<file path="src/rtl/jdc_pkg.sv">
package jdc_pkg;

    localparam int unsigned JdnW   = 31;
    localparam int unsigned WordW  = 32;
    localparam int unsigned YearW  = 24;
    localparam int unsigned MonthW = 4;
    localparam int unsigned DayW   = 5;
    localparam int unsigned DayIdxW = 9;

    localparam logic [WordW-1:0] JdnOffset   = 32'd32044;
    localparam logic [WordW-1:0] OriginShift = 32'd60;

    localparam logic [17:0] Cycle400Days = 18'd146097;
    localparam logic [10:0] Cycle4Days   = 11'd1461;

    localparam logic [WordW-1:0] Recip400  = 32'((64'd1 << 49) / 64'd146097);
    localparam int unsigned      Recip400Sh = 49;
    localparam logic [WordW-1:0] Recip1461 = 32'((64'd1 << 42) / 64'd1461);
    localparam int unsigned      Recip1461Sh = 42;

    localparam logic [11:0] MonthMul   = 12'd2141;
    localparam logic [12:0] MonthDays  = 13'd7834;

    localparam logic [YearW-1:0] YearBase = 24'd4800;

    localparam logic signed [YearW-1:0] LowYear   = -24'sd4713;
    localparam logic [MonthW-1:0]       LowMonth  = 4'd11;
    localparam logic signed [YearW-1:0] HighYear  = 24'sd5874898;
    localparam logic [MonthW-1:0]       HighMonth = 4'd6;

    typedef struct packed {
        logic [WordW-1:0] t2;
    } t_cyc_data;

    typedef struct packed {
        logic signed [YearW-1:0] year;
        logic [DayIdxW-1:0]      day_idx;
    } t_yr_data;

    typedef struct packed {
        logic signed [YearW-1:0] year;
        logic [MonthW-1:0]       month;
        logic [DayW-1:0]         day_of_month;
        logic                    in_range;
    } t_date;

endpackage

</file>
<file path="src/rtl/jdc_if.sv">
interface jdc_in_if
    import jdc_pkg::*;
();
    logic               valid;
    logic               ready;
    logic [JdnW-1:0]    julian_day;

    modport source (output valid, output julian_day, input ready);
    modport sink   (input valid, input julian_day, output ready);
endinterface

interface jdc_out_if
    import jdc_pkg::*;
();
    logic                    valid;
    logic                    ready;
    logic signed [YearW-1:0] year;
    logic [MonthW-1:0]       month;
    logic [DayW-1:0]         day_of_month;
    logic                    in_range;

    modport source (output valid, output year, output month, output day_of_month,
                    output in_range, input ready);
    modport sink   (input valid, input year, input month, input day_of_month,
                    input in_range, output ready);
endinterface

</file>
<file path="src/rtl/julian_day_to_calendar_date_core.sv">
// Julian day number to proleptic Gregorian date converter.
//
// Input channel i_in carries one Julian day number per item; output channel
// o_out carries year (two's complement, 0 is 1 BC), month, day of month and
// an in_range flag for dates from -4713-11 up to but not including 5874898-06.
// Both channels use valid/ready; an item moves on a clock edge with both high.
//
// An item accepted on i_in passes through the eleven register stages
// (400-year split, 4-year split, month split) before o_out.valid rises.
// Throughput: one item per cycle, sustained, with no gaps between items,
// while the receiver keeps o_out.ready high.
//
// Each stage carries its own valid bit and advances when its successor is
// empty or moving, so a stalled receiver holds the output item and fills the
// empty stages behind it before i_in.ready drops; nothing is lost or repeated.
//
// Synchronous reset empties every stage; the block holds no other state and
// needs no setup after reset.
module julian_day_to_calendar_date_core
    import jdc_pkg::*;
(
    input  logic           i_clk,
    input  logic           i_rst_n,
    jdc_in_if.sink         i_in,
    jdc_out_if.source      o_out
);
    logic      cyc_valid;
    logic      cyc_ready;
    t_cyc_data cyc_data;
    logic      yr_valid;
    logic      yr_ready;
    t_yr_data  yr_data;
    t_date     date;

    jdc_cycle_div u_cycle_div (
        .i_clk   (i_clk),
        .i_rst_n (i_rst_n),
        .i_valid (i_in.valid),
        .o_ready (i_in.ready),
        .i_jdn   (i_in.julian_day),
        .o_valid (cyc_valid),
        .i_ready (cyc_ready),
        .o_data  (cyc_data)
    );

    jdc_year_div u_year_div (
        .i_clk   (i_clk),
        .i_rst_n (i_rst_n),
        .i_valid (cyc_valid),
        .o_ready (cyc_ready),
        .i_data  (cyc_data),
        .o_valid (yr_valid),
        .i_ready (yr_ready),
        .o_data  (yr_data)
    );

    jdc_month_split u_month_split (
        .i_clk   (i_clk),
        .i_rst_n (i_rst_n),
        .i_valid (yr_valid),
        .o_ready (yr_ready),
        .i_data  (yr_data),
        .o_valid (o_out.valid),
        .i_ready (o_out.ready),
        .o_date  (date)
    );

    assign o_out.year         = date.year;
    assign o_out.month        = date.month;
    assign o_out.day_of_month = date.day_of_month;
    assign o_out.in_range     = date.in_range;

endmodule

</file>
<file path="src/rtl/jdc_cycle_div.sv">
module jdc_cycle_div
    import jdc_pkg::*;
(
    input  logic            i_clk,
    input  logic            i_rst_n,
    input  logic            i_valid,
    output logic            o_ready,
    input  logic [JdnW-1:0] i_jdn,
    output logic            o_valid,
    input  logic            i_ready,
    output t_cyc_data       o_data
);
    localparam int unsigned Stages = 5;

    logic [Stages-1:0] r_vld;
    logic [Stages-1:0] en;

    logic [WordW-1:0] r1_t;
    logic [WordW-1:0] r2_t;
    logic [14:0]      r2_q0;
    logic [WordW-1:0] r3_t;
    logic [14:0]      r3_q0;
    logic [18:0]      r3_r0;
    logic [WordW-1:0] r4_t;
    logic [14:0]      r4_q;
    logic [17:0]      r4_r;
    logic [WordW-1:0] r5_t2;

    logic [WordW-1:0]   n1_t;
    logic [2*WordW-1:0] n2_prod;
    logic [WordW-1:0]   n3_prod;
    logic [WordW-1:0]   n3_diff;
    logic [14:0]        n4_q;
    logic [17:0]        n4_r;
    logic [19:0]        n5_rem4;
    logic [1:0]         n5_q4;
    logic [WordW-1:0]   n5_t2;

    always_comb begin
        en[Stages-1] = !r_vld[Stages-1] || i_ready;
        for (int i = Stages - 2; i >= 0; i--) begin
            en[i] = !r_vld[i] || en[i+1];
        end
    end

    always_ff @(posedge i_clk) begin
        if (!i_rst_n) begin
            r_vld <= '0;
        end else begin
            if (en[0]) begin
                r_vld[0] <= i_valid;
            end
            for (int i = 1; i < Stages; i++) begin
                if (en[i]) begin
                    r_vld[i] <= r_vld[i-1];
                end
            end
        end
    end

    always_comb begin
        n1_t    = {1'b0, i_jdn} + JdnOffset;
        n2_prod = {32'd0, r1_t} * {32'd0, Recip400};
        n3_prod = {17'd0, r2_q0} * {14'd0, Cycle400Days};
        n3_diff = r2_t - n3_prod;
        if (r3_r0 >= {1'b0, Cycle400Days}) begin
            n4_q = r3_q0 + 15'd1;
            n4_r = 18'(r3_r0 - {1'b0, Cycle400Days});
        end else begin
            n4_q = r3_q0;
            n4_r = r3_r0[17:0];
        end
        n5_rem4 = {r4_r, 2'b11};
        if (n5_rem4 >= 20'(3 * 146097)) begin
            n5_q4 = 2'd3;
        end else if (n5_rem4 >= 20'(2 * 146097)) begin
            n5_q4 = 2'd2;
        end else if (n5_rem4 >= {2'b00, Cycle400Days}) begin
            n5_q4 = 2'd1;
        end else begin
            n5_q4 = 2'd0;
        end
        n5_t2 = r4_t + OriginShift + {16'd0, r4_q, 1'b0} + {17'd0, r4_q} + {30'd0, n5_q4};
    end

    always_ff @(posedge i_clk) begin
        if (en[0]) begin
            r1_t <= n1_t;
        end
        if (en[1]) begin
            r2_t  <= r1_t;
            r2_q0 <= n2_prod[Recip400Sh+14:Recip400Sh];
        end
        if (en[2]) begin
            r3_t  <= r2_t;
            r3_q0 <= r2_q0;
            r3_r0 <= n3_diff[18:0];
        end
        if (en[3]) begin
            r4_t <= r3_t;
            r4_q <= n4_q;
            r4_r <= n4_r;
        end
        if (en[4]) begin
            r5_t2 <= n5_t2;
        end
    end

    assign o_ready   = en[0];
    assign o_valid   = r_vld[Stages-1];
    assign o_data.t2 = r5_t2;

endmodule

</file>
<file path="src/rtl/jdc_year_div.sv">
module jdc_year_div
    import jdc_pkg::*;
(
    input  logic      i_clk,
    input  logic      i_rst_n,
    input  logic      i_valid,
    output logic      o_ready,
    input  t_cyc_data i_data,
    output logic      o_valid,
    input  logic      i_ready,
    output t_yr_data  o_data
);
    localparam int unsigned Stages = 4;

    logic [Stages-1:0] r_vld;
    logic [Stages-1:0] en;

    logic [WordW-1:0]   r1_t;
    logic [21:0]        r1_q0;
    logic [21:0]        r2_q0;
    logic [11:0]        r2_r0;
    logic [21:0]        r3_c4;
    logic [10:0]        r3_t3;
    logic signed [YearW-1:0] r4_year;
    logic [DayIdxW-1:0] r4_day_idx;

    logic [2*WordW-1:0] n1_prod;
    logic [WordW-1:0]   n2_prod;
    logic [WordW-1:0]   n2_diff;
    logic [21:0]        n3_c4;
    logic [10:0]        n3_t3;
    logic [12:0]        n4_quarter;
    logic [1:0]         n4_y;
    logic [10:0]        n4_v365;
    logic [10:0]        n4_v366;
    logic [10:0]        n4_t4;
    logic [10:0]        n4_t5;

    always_comb begin
        en[Stages-1] = !r_vld[Stages-1] || i_ready;
        for (int i = Stages - 2; i >= 0; i--) begin
            en[i] = !r_vld[i] || en[i+1];
        end
    end

    always_ff @(posedge i_clk) begin
        if (!i_rst_n) begin
            r_vld <= '0;
        end else begin
            if (en[0]) begin
                r_vld[0] <= i_valid;
            end
            for (int i = 1; i < Stages; i++) begin
                if (en[i]) begin
                    r_vld[i] <= r_vld[i-1];
                end
            end
        end
    end

    always_comb begin
        n1_prod = {32'd0, i_data.t2} * {32'd0, Recip1461};
        n2_prod = {10'd0, r1_q0} * {21'd0, Cycle4Days};
        n2_diff = r1_t - n2_prod;
        if (r2_r0 >= {1'b0, Cycle4Days}) begin
            n3_c4 = r2_q0 + 22'd1;
            n3_t3 = 11'(r2_r0 - {1'b0, Cycle4Days});
        end else begin
            n3_c4 = r2_q0;
            n3_t3 = r2_r0[10:0];
        end

        n4_quarter = {r3_t3, 2'b00};
        if (n4_quarter >= 13'd4383) begin
            n4_y = 2'd3;
        end else if (n4_quarter >= 13'd2922) begin
            n4_y = 2'd2;
        end else if (n4_quarter >= {2'b00, Cycle4Days}) begin
            n4_y = 2'd1;
        end else begin
            n4_y = 2'd0;
        end

        n4_v365 = r3_t3 + 11'd305;
        n4_v366 = r3_t3 + 11'd306;
        if (n4_y != 2'd0) begin
            if (n4_v365 >= 11'd1460) begin
                n4_t4 = n4_v365 - 11'd1460;
            end else if (n4_v365 >= 11'd1095) begin
                n4_t4 = n4_v365 - 11'd1095;
            end else if (n4_v365 >= 11'd730) begin
                n4_t4 = n4_v365 - 11'd730;
            end else if (n4_v365 >= 11'd365) begin
                n4_t4 = n4_v365 - 11'd365;
            end else begin
                n4_t4 = n4_v365;
            end
        end else begin
            if (n4_v366 >= 11'd366) begin
                n4_t4 = n4_v366 - 11'd366;
            end else begin
                n4_t4 = n4_v366;
            end
        end
        n4_t5 = n4_t4 + 11'd123;
    end

    always_ff @(posedge i_clk) begin
        if (en[0]) begin
            r1_t  <= i_data.t2;
            r1_q0 <= n1_prod[Recip1461Sh+21:Recip1461Sh];
        end
        if (en[1]) begin
            r2_q0 <= r1_q0;
            r2_r0 <= n2_diff[11:0];
        end
        if (en[2]) begin
            r3_c4 <= n3_c4;
            r3_t3 <= n3_t3;
        end
        if (en[3]) begin
            r4_year    <= $signed({r3_c4, n4_y} - YearBase);
            r4_day_idx <= n4_t5[DayIdxW-1:0];
        end
    end

    assign o_ready        = en[0];
    assign o_valid        = r_vld[Stages-1];
    assign o_data.year    = r4_year;
    assign o_data.day_idx = r4_day_idx;

endmodule

</file>
<file path="src/rtl/jdc_month_split.sv">
module jdc_month_split
    import jdc_pkg::*;
(
    input  logic     i_clk,
    input  logic     i_rst_n,
    input  logic     i_valid,
    output logic     o_ready,
    input  t_yr_data i_data,
    output logic     o_valid,
    input  logic     i_ready,
    output t_date    o_date
);
    localparam int unsigned Stages = 2;

    logic [Stages-1:0] r_vld;
    logic [Stages-1:0] en;

    logic signed [YearW-1:0] r1_year;
    logic [DayIdxW-1:0]      r1_t5;
    logic [MonthW-1:0]       r1_mq;
    t_date                   r2_date;

    logic [20:0]        n1_prod;
    logic [16:0]        n2_prod;
    logic [DayIdxW-1:0] n2_day;
    logic [4:0]         n2_shift;
    logic [4:0]         n2_mod;
    logic [MonthW-1:0]  n2_month;
    logic               n2_above;
    logic               n2_below;

    always_comb begin
        en[Stages-1] = !r_vld[Stages-1] || i_ready;
        for (int i = Stages - 2; i >= 0; i--) begin
            en[i] = !r_vld[i] || en[i+1];
        end
    end

    always_ff @(posedge i_clk) begin
        if (!i_rst_n) begin
            r_vld <= '0;
        end else begin
            if (en[0]) begin
                r_vld[0] <= i_valid;
            end
            for (int i = 1; i < Stages; i++) begin
                if (en[i]) begin
                    r_vld[i] <= r_vld[i-1];
                end
            end
        end
    end

    always_comb begin
        n1_prod  = {12'd0, i_data.day_idx} * {9'd0, MonthMul};
        n2_prod  = {13'd0, r1_mq} * {4'd0, MonthDays};
        n2_day   = r1_t5 - n2_prod[16:8];
        n2_shift = {1'b0, r1_mq} + 5'd10;
        if (n2_shift >= 5'd24) begin
            n2_mod = n2_shift - 5'd24;
        end else if (n2_shift >= 5'd12) begin
            n2_mod = n2_shift - 5'd12;
        end else begin
            n2_mod = n2_shift;
        end
        n2_month = n2_mod[MonthW-1:0] + 4'd1;
        n2_above = (r1_year > LowYear) || ((r1_year == LowYear) && (n2_month >= LowMonth));
        n2_below = (r1_year < HighYear) || ((r1_year == HighYear) && (n2_month < HighMonth));
    end

    always_ff @(posedge i_clk) begin
        if (en[0]) begin
            r1_year <= i_data.year;
            r1_t5   <= i_data.day_idx;
            r1_mq   <= n1_prod[19:16];
        end
        if (en[1]) begin
            r2_date.year         <= r1_year;
            r2_date.month        <= n2_month;
            r2_date.day_of_month <= n2_day[DayW-1:0];
            r2_date.in_range     <= n2_above && n2_below;
        end
    end

    assign o_ready = en[0];
    assign o_valid = r_vld[Stages-1];
    assign o_date  = r2_date;

endmodule

</file>
<file path="src/flat_wrapper.sv">
// flat-port wrapper written by rule: the top's interface ports become plain ports
module julian_day_to_calendar_date_core_flat import jdc_pkg::*;
  (i_clk, i_rst_n, i_in_valid, i_in_julian_day, i_in_ready, o_out_valid, o_out_year, o_out_month, o_out_day_of_month, o_out_in_range, o_out_ready);
  jdc_in_if i_in_i ();
  jdc_out_if o_out_i ();
  input  logic i_clk;
  input  logic i_rst_n;
  input wire logic [$bits(i_in_i.valid)-1:0] i_in_valid;
  input wire logic [$bits(i_in_i.julian_day)-1:0] i_in_julian_day;
  output wire logic [$bits(i_in_i.ready)-1:0] i_in_ready;
  output wire logic [$bits(o_out_i.valid)-1:0] o_out_valid;
  output wire logic [$bits(o_out_i.year)-1:0] o_out_year;
  output wire logic [$bits(o_out_i.month)-1:0] o_out_month;
  output wire logic [$bits(o_out_i.day_of_month)-1:0] o_out_day_of_month;
  output wire logic [$bits(o_out_i.in_range)-1:0] o_out_in_range;
  input wire logic [$bits(o_out_i.ready)-1:0] o_out_ready;
  assign i_in_i.valid = i_in_valid;
  assign i_in_i.julian_day = i_in_julian_day;
  assign i_in_ready = i_in_i.ready;
  assign o_out_valid = o_out_i.valid;
  assign o_out_year = o_out_i.year;
  assign o_out_month = o_out_i.month;
  assign o_out_day_of_month = o_out_i.day_of_month;
  assign o_out_in_range = o_out_i.in_range;
  assign o_out_i.ready = o_out_ready;
  julian_day_to_calendar_date_core u_core (.i_clk(i_clk), .i_rst_n(i_rst_n), .i_in(i_in_i), .o_out(o_out_i));
endmodule
</file>
<file path="config.mk">
export PLATFORM = sky130hd
export DESIGN_NAME = julian_day_to_calendar_date_core_flat
export DESIGN_NICKNAME = d
export VERILOG_FILES = /design/src/rtl/jdc_pkg.sv /design/src/rtl/jdc_if.sv /design/src/rtl/julian_day_to_calendar_date_core.sv /design/src/rtl/jdc_cycle_div.sv /design/src/rtl/jdc_year_div.sv /design/src/rtl/jdc_month_split.sv /design/src/flat_wrapper.sv
export SDC_FILE = /design/constraint.sdc
export NUM_CORES = 2
export LEC_CHECK = 0
export BUFFER_PORTS_ARGS = -buffer_cell sky130_fd_sc_hd__buf_2
export CAP_MARGIN = 20
export CORE_MARGIN = 10
export CORE_UTILIZATION = 66
export CTS_CLUSTER_SIZE = 10
export DETAILED_ROUTE_END_ITERATION = 8
export PLACE_DENSITY = 0.83
export SYNTH_ARGS = -nofsm -noshare
export SYNTH_HDL_FRONTEND = slang
export SYNTH_SLANG_ARGS = --single-unit
export TNS_END_PERCENT = 20
</file>
<file path="constraint.sdc">
create_clock -name i_clk -period 8.5 [get_ports i_clk]
set_input_delay 0.425 -clock i_clk [delete_from_list [all_inputs] [get_ports i_clk]]
set_output_delay 0.425 -clock i_clk [all_outputs]
set_load 0.01 [all_outputs]
</file>
==> results by group <==
Run status
  • Status: completed

Final layout
  • Layout cells sized above 1: 4.64%
  • Layout Nets: 7,615
  • Multi-input gate area: 40,700 um^2
  • Flip-flop and latch area: 13,500 um^2
  • Area added between synthesis and finish: 6.58%
  • Fill cell count: 6,205

STA
  • Period utilization: 95.3%
  • Slew Limit Headroom: 36.5%
  • Fmax: 123 MHz
  • Clk_skew: 38.2 ps
  • Min Clock Period, post-route: 8100 ps
  • Post-route setup slack: 397 ps
  • Fin. max-slew vios: 0
  • Hold slack: 62.8 ps
  • Setup TNS: 0 ps
  • Count of final setup violators: 0
  • RSZ-0062 raised after global routing: false
  • Final hold vios: 0
  • Worst Tran Pin Value: 941 ps

Yosys
  • Area contributors post-synth: fa_1 (32%), edfxtp_1 (22%), ha_1 (21%)
  • Share of the synthesized area in the top cell type: 31.9%
  • Yosys warns: 0
  • Number of synthesized register bits: 452
  • Post-synthesis cell type count: 90
  • Synth Instances: 5,416
  • Post-synth EDFFs: 441
  • Post-synth top flop: edfxtp_1
  • Post-synth ARST share: 0%
  • Sequential element share of the synthesized area: 22.3%
  • Syn_nets: 7,428
  • Top post-synthesis cells by count: inv_1 (1,620), ha_1 (1,017), fa_1 (960)
  • Count leader, synth: inv_1
  • Area leader, netlist: fa_1
  • Synthesized area: 60,300 um^2
  • Average size of a mapped cell: 11.1 um^2

Floorplanning
  • Row Count: 110
  • I/O Pins: 71
  • Die Span Y: 322 um
  • DIE WIDTH: 322 um
  • Die ar.: 104,000 um^2
  • Core Region: 90,300 um^2
  • Initial Util: 66.8%

Route
  • Via count: 38,661
  • WL final: 148,000 um
  • DRT iter0 DRCs: 3,060
  • Drt via density: 5.68
  • First drt pass iteration count: 5
  • Antenna viol nets, final: 0
  • Drt wl/cell: 21.7 um
  • DRC errors left: 0

GRT
  • GRT Residual Overflow: 0
  • Largest net degree at the start of global routing: 67
  • Tot GR Track Use: 29.5%
  • Vias in the first global route: 42,545
  • Antenna violations before repair: 3
  • First-pass GRT wire length: 235,000 um

Clock network
  • Maximum root-to-sink buffer count: 3
  • Clock latency on the worst-skew pair: 670 ps
  • CTS tree: done
  • Clock root buffer: clkbuf_16
  • Reg clk slew, reported paths: 60 ps
  • # H-tree levels: 2
  • Num CTS Buffers: 56
  • Clock sink count: 452

Critical path
  • Crit-path max FO: 7
  • Launching point of the worst reg2reg path: u_core.u_cycle_div.o_data[15]
  • Setup crit start: u_core.u_cycle_div.o_data[15]
  • Crit. End Element: flop
  • Critical path type: flop to flop
  • Worst EP required: 8900 ps
  • Crit start category: flop
  • Worst EP arrival: 8510 ps

Run
  • Max-cap viol count: 0

Worst hold path
  • Hold Crit Start: i_in_julian_day[11]
  • Hold Crit Class: input port to flop

Placement
  • Post-DP HPWL: 126,000 um
  • Pre-CTS setup slack: 112 ps
  • I/O Buffers: 70
  • Gpl congestion: 1.03
[path summary, 6_finish.rpt]
path,slack (ps),cells past startpoint,endpoint
worst max register to register,400,25,u_core.u_year_div.r1_q0[15]
worst min register to register,410,0,u_core.u_month_split.r1_year[23]
worst min-delay path,60,2,u_core.u_cycle_div.r1_t[11]
worst max-delay path,400,25,u_core.u_year_div.r1_q0[15]
[registers in the layout, summed over array words and instances (netlist names), 16 cells and up]
register / count
u_core.u_cycle_div.r2_t: 32
u_core.u_year_div.r1_q0: 22
u_core.u_cycle_div.r4_t: 32
u_core.u_cycle_div.r3_r0: 19
u_core.u_cycle_div.o_data: 32
u_core.u_year_div.r2_q0: 22
u_core.u_cycle_div.r1_t: 32
u_core.u_month_split.o_date: 34
u_core.u_cycle_div.r3_t: 32
u_core.u_year_div.r3_c4: 22
u_core.u_year_div.r4_year: 24
u_core.u_cycle_div.r4_r: 16
u_core.u_month_split.r1_year: 24
[logic make-up (layout without fill, tap and decap cells)]
family                   Yosys count  in the layout  share of synthesized area [%]
adder cells (fa/ha/maj)         1977           1977                           53.0
AND/OR/NAND/NOR                  557            557                           4.61
AO/OA/AOI/OAI                    493            493                           5.53
buffers and inverters           1646           1857                           10.3
multiplexers                       5              5                         0.0871
flip-flops                       452            452                           22.3
other                              0              5                              0
XOR/XNOR                         286            286                           4.18
[through the flow]
stage / utilization (%) / cells / instance area [um^2]
2_1_floorplan: - / 5416 / 60300
3_3_place_gp: 69.2 / 6703 / 62500
3_5_place_dp: 69.2 / 6703 / 62500
4_1_cts: 71.0 / 6788 / 64100
5_1_grt: 71.2 / 6803 / 64300
6_report: 71.2 / 6808 / 64300
[repair_timing]
item | CTS | global route
hold buffers | 3 | 0
resized for setup | 0 | 5
endpoints found under the setup margin | 0 | 9
setup buffers | 0 | 14
endpoints found under the hold margin | 3 | 0
[critical path, stage by stage, from the launching register on]
cell       delay, ps
edfxtp_1         550
ha_1             360
inv_1             60
fa_1             620
fa_1             480
fa_1             510
inv_1             60
fa_1             510
inv_1             60
fa_1             470
fa_1             550
inv_1             60
fa_1             480
ha_1             340
a21o_1           160
a21o_1           170
a21oi_1          260
o211ai_1         170
a21oi_2          400
o21ai_2          200
a311oi_1         330
buf_4            190
o21ai_0          130
a2111oi_0        440
nor3_1           130
xor2_1           160
[area by class of cell]
cell class	instances	area share (%)
diodes	5	0.0195
clock buffers	67	2.26
clock inverters	15	0.224
inverters	1621	9.46
multi-input cells	3318	63.2
flip-flops and latches	452	20.9
well taps	1176	2.29
repair buffers	154	1.56
[routing by layer]
metal | routed length (um) | vias to the layer above | GRT usage, % | part of all wire (%)
li1 | - | 17542 | - | -
met5 | 26 | - | 0 | 0.018
met2 | 71000 | 1445 | 49.4 | 48
met4 | 8140 | 4 | 13.2 | 5.5
met1 | 57700 | 19291 | 37.6 | 39
met3 | 10600 | 379 | 4.94 | 7.2
[cell usage in the layout (no fill, tap or decap), drive strengths merged, types with 10 or more instances in the layout]
| cell | netlist | layout |
|---|---|---|
| inv | 1621 | 1622 |
| ha | 1017 | 1017 |
| fa | 960 | 960 |
| edfxtp | 441 | 441 |
| xnor2 | 205 | 205 |
| buf | 11 | 151 |
| nand2 | 144 | 144 |
| a21oi | 140 | 140 |
| nor2 | 116 | 116 |
| o21ai | 82 | 82 |
| xor2 | 81 | 81 |
| a21o | 79 | 79 |
| clkbuf | 14 | 67 |
| nand3 | 53 | 53 |
| nor3 | 44 | 44 |
| nand4 | 36 | 36 |
| o21a | 33 | 33 |
| and3 | 32 | 32 |
| nand2b | 31 | 31 |
| nor2b | 29 | 29 |
| a211oi | 22 | 22 |
| a31oi | 17 | 17 |
| nor4 | 16 | 16 |
| o21bai | 15 | 15 |
| clkinv | 0 | 13 |
| dfxtp | 11 | 11 |
| and2 | 10 | 10 |
Power is not shown: default switching activity piles up to over one toggle a cycle in this logic, so the estimate is an artifact.
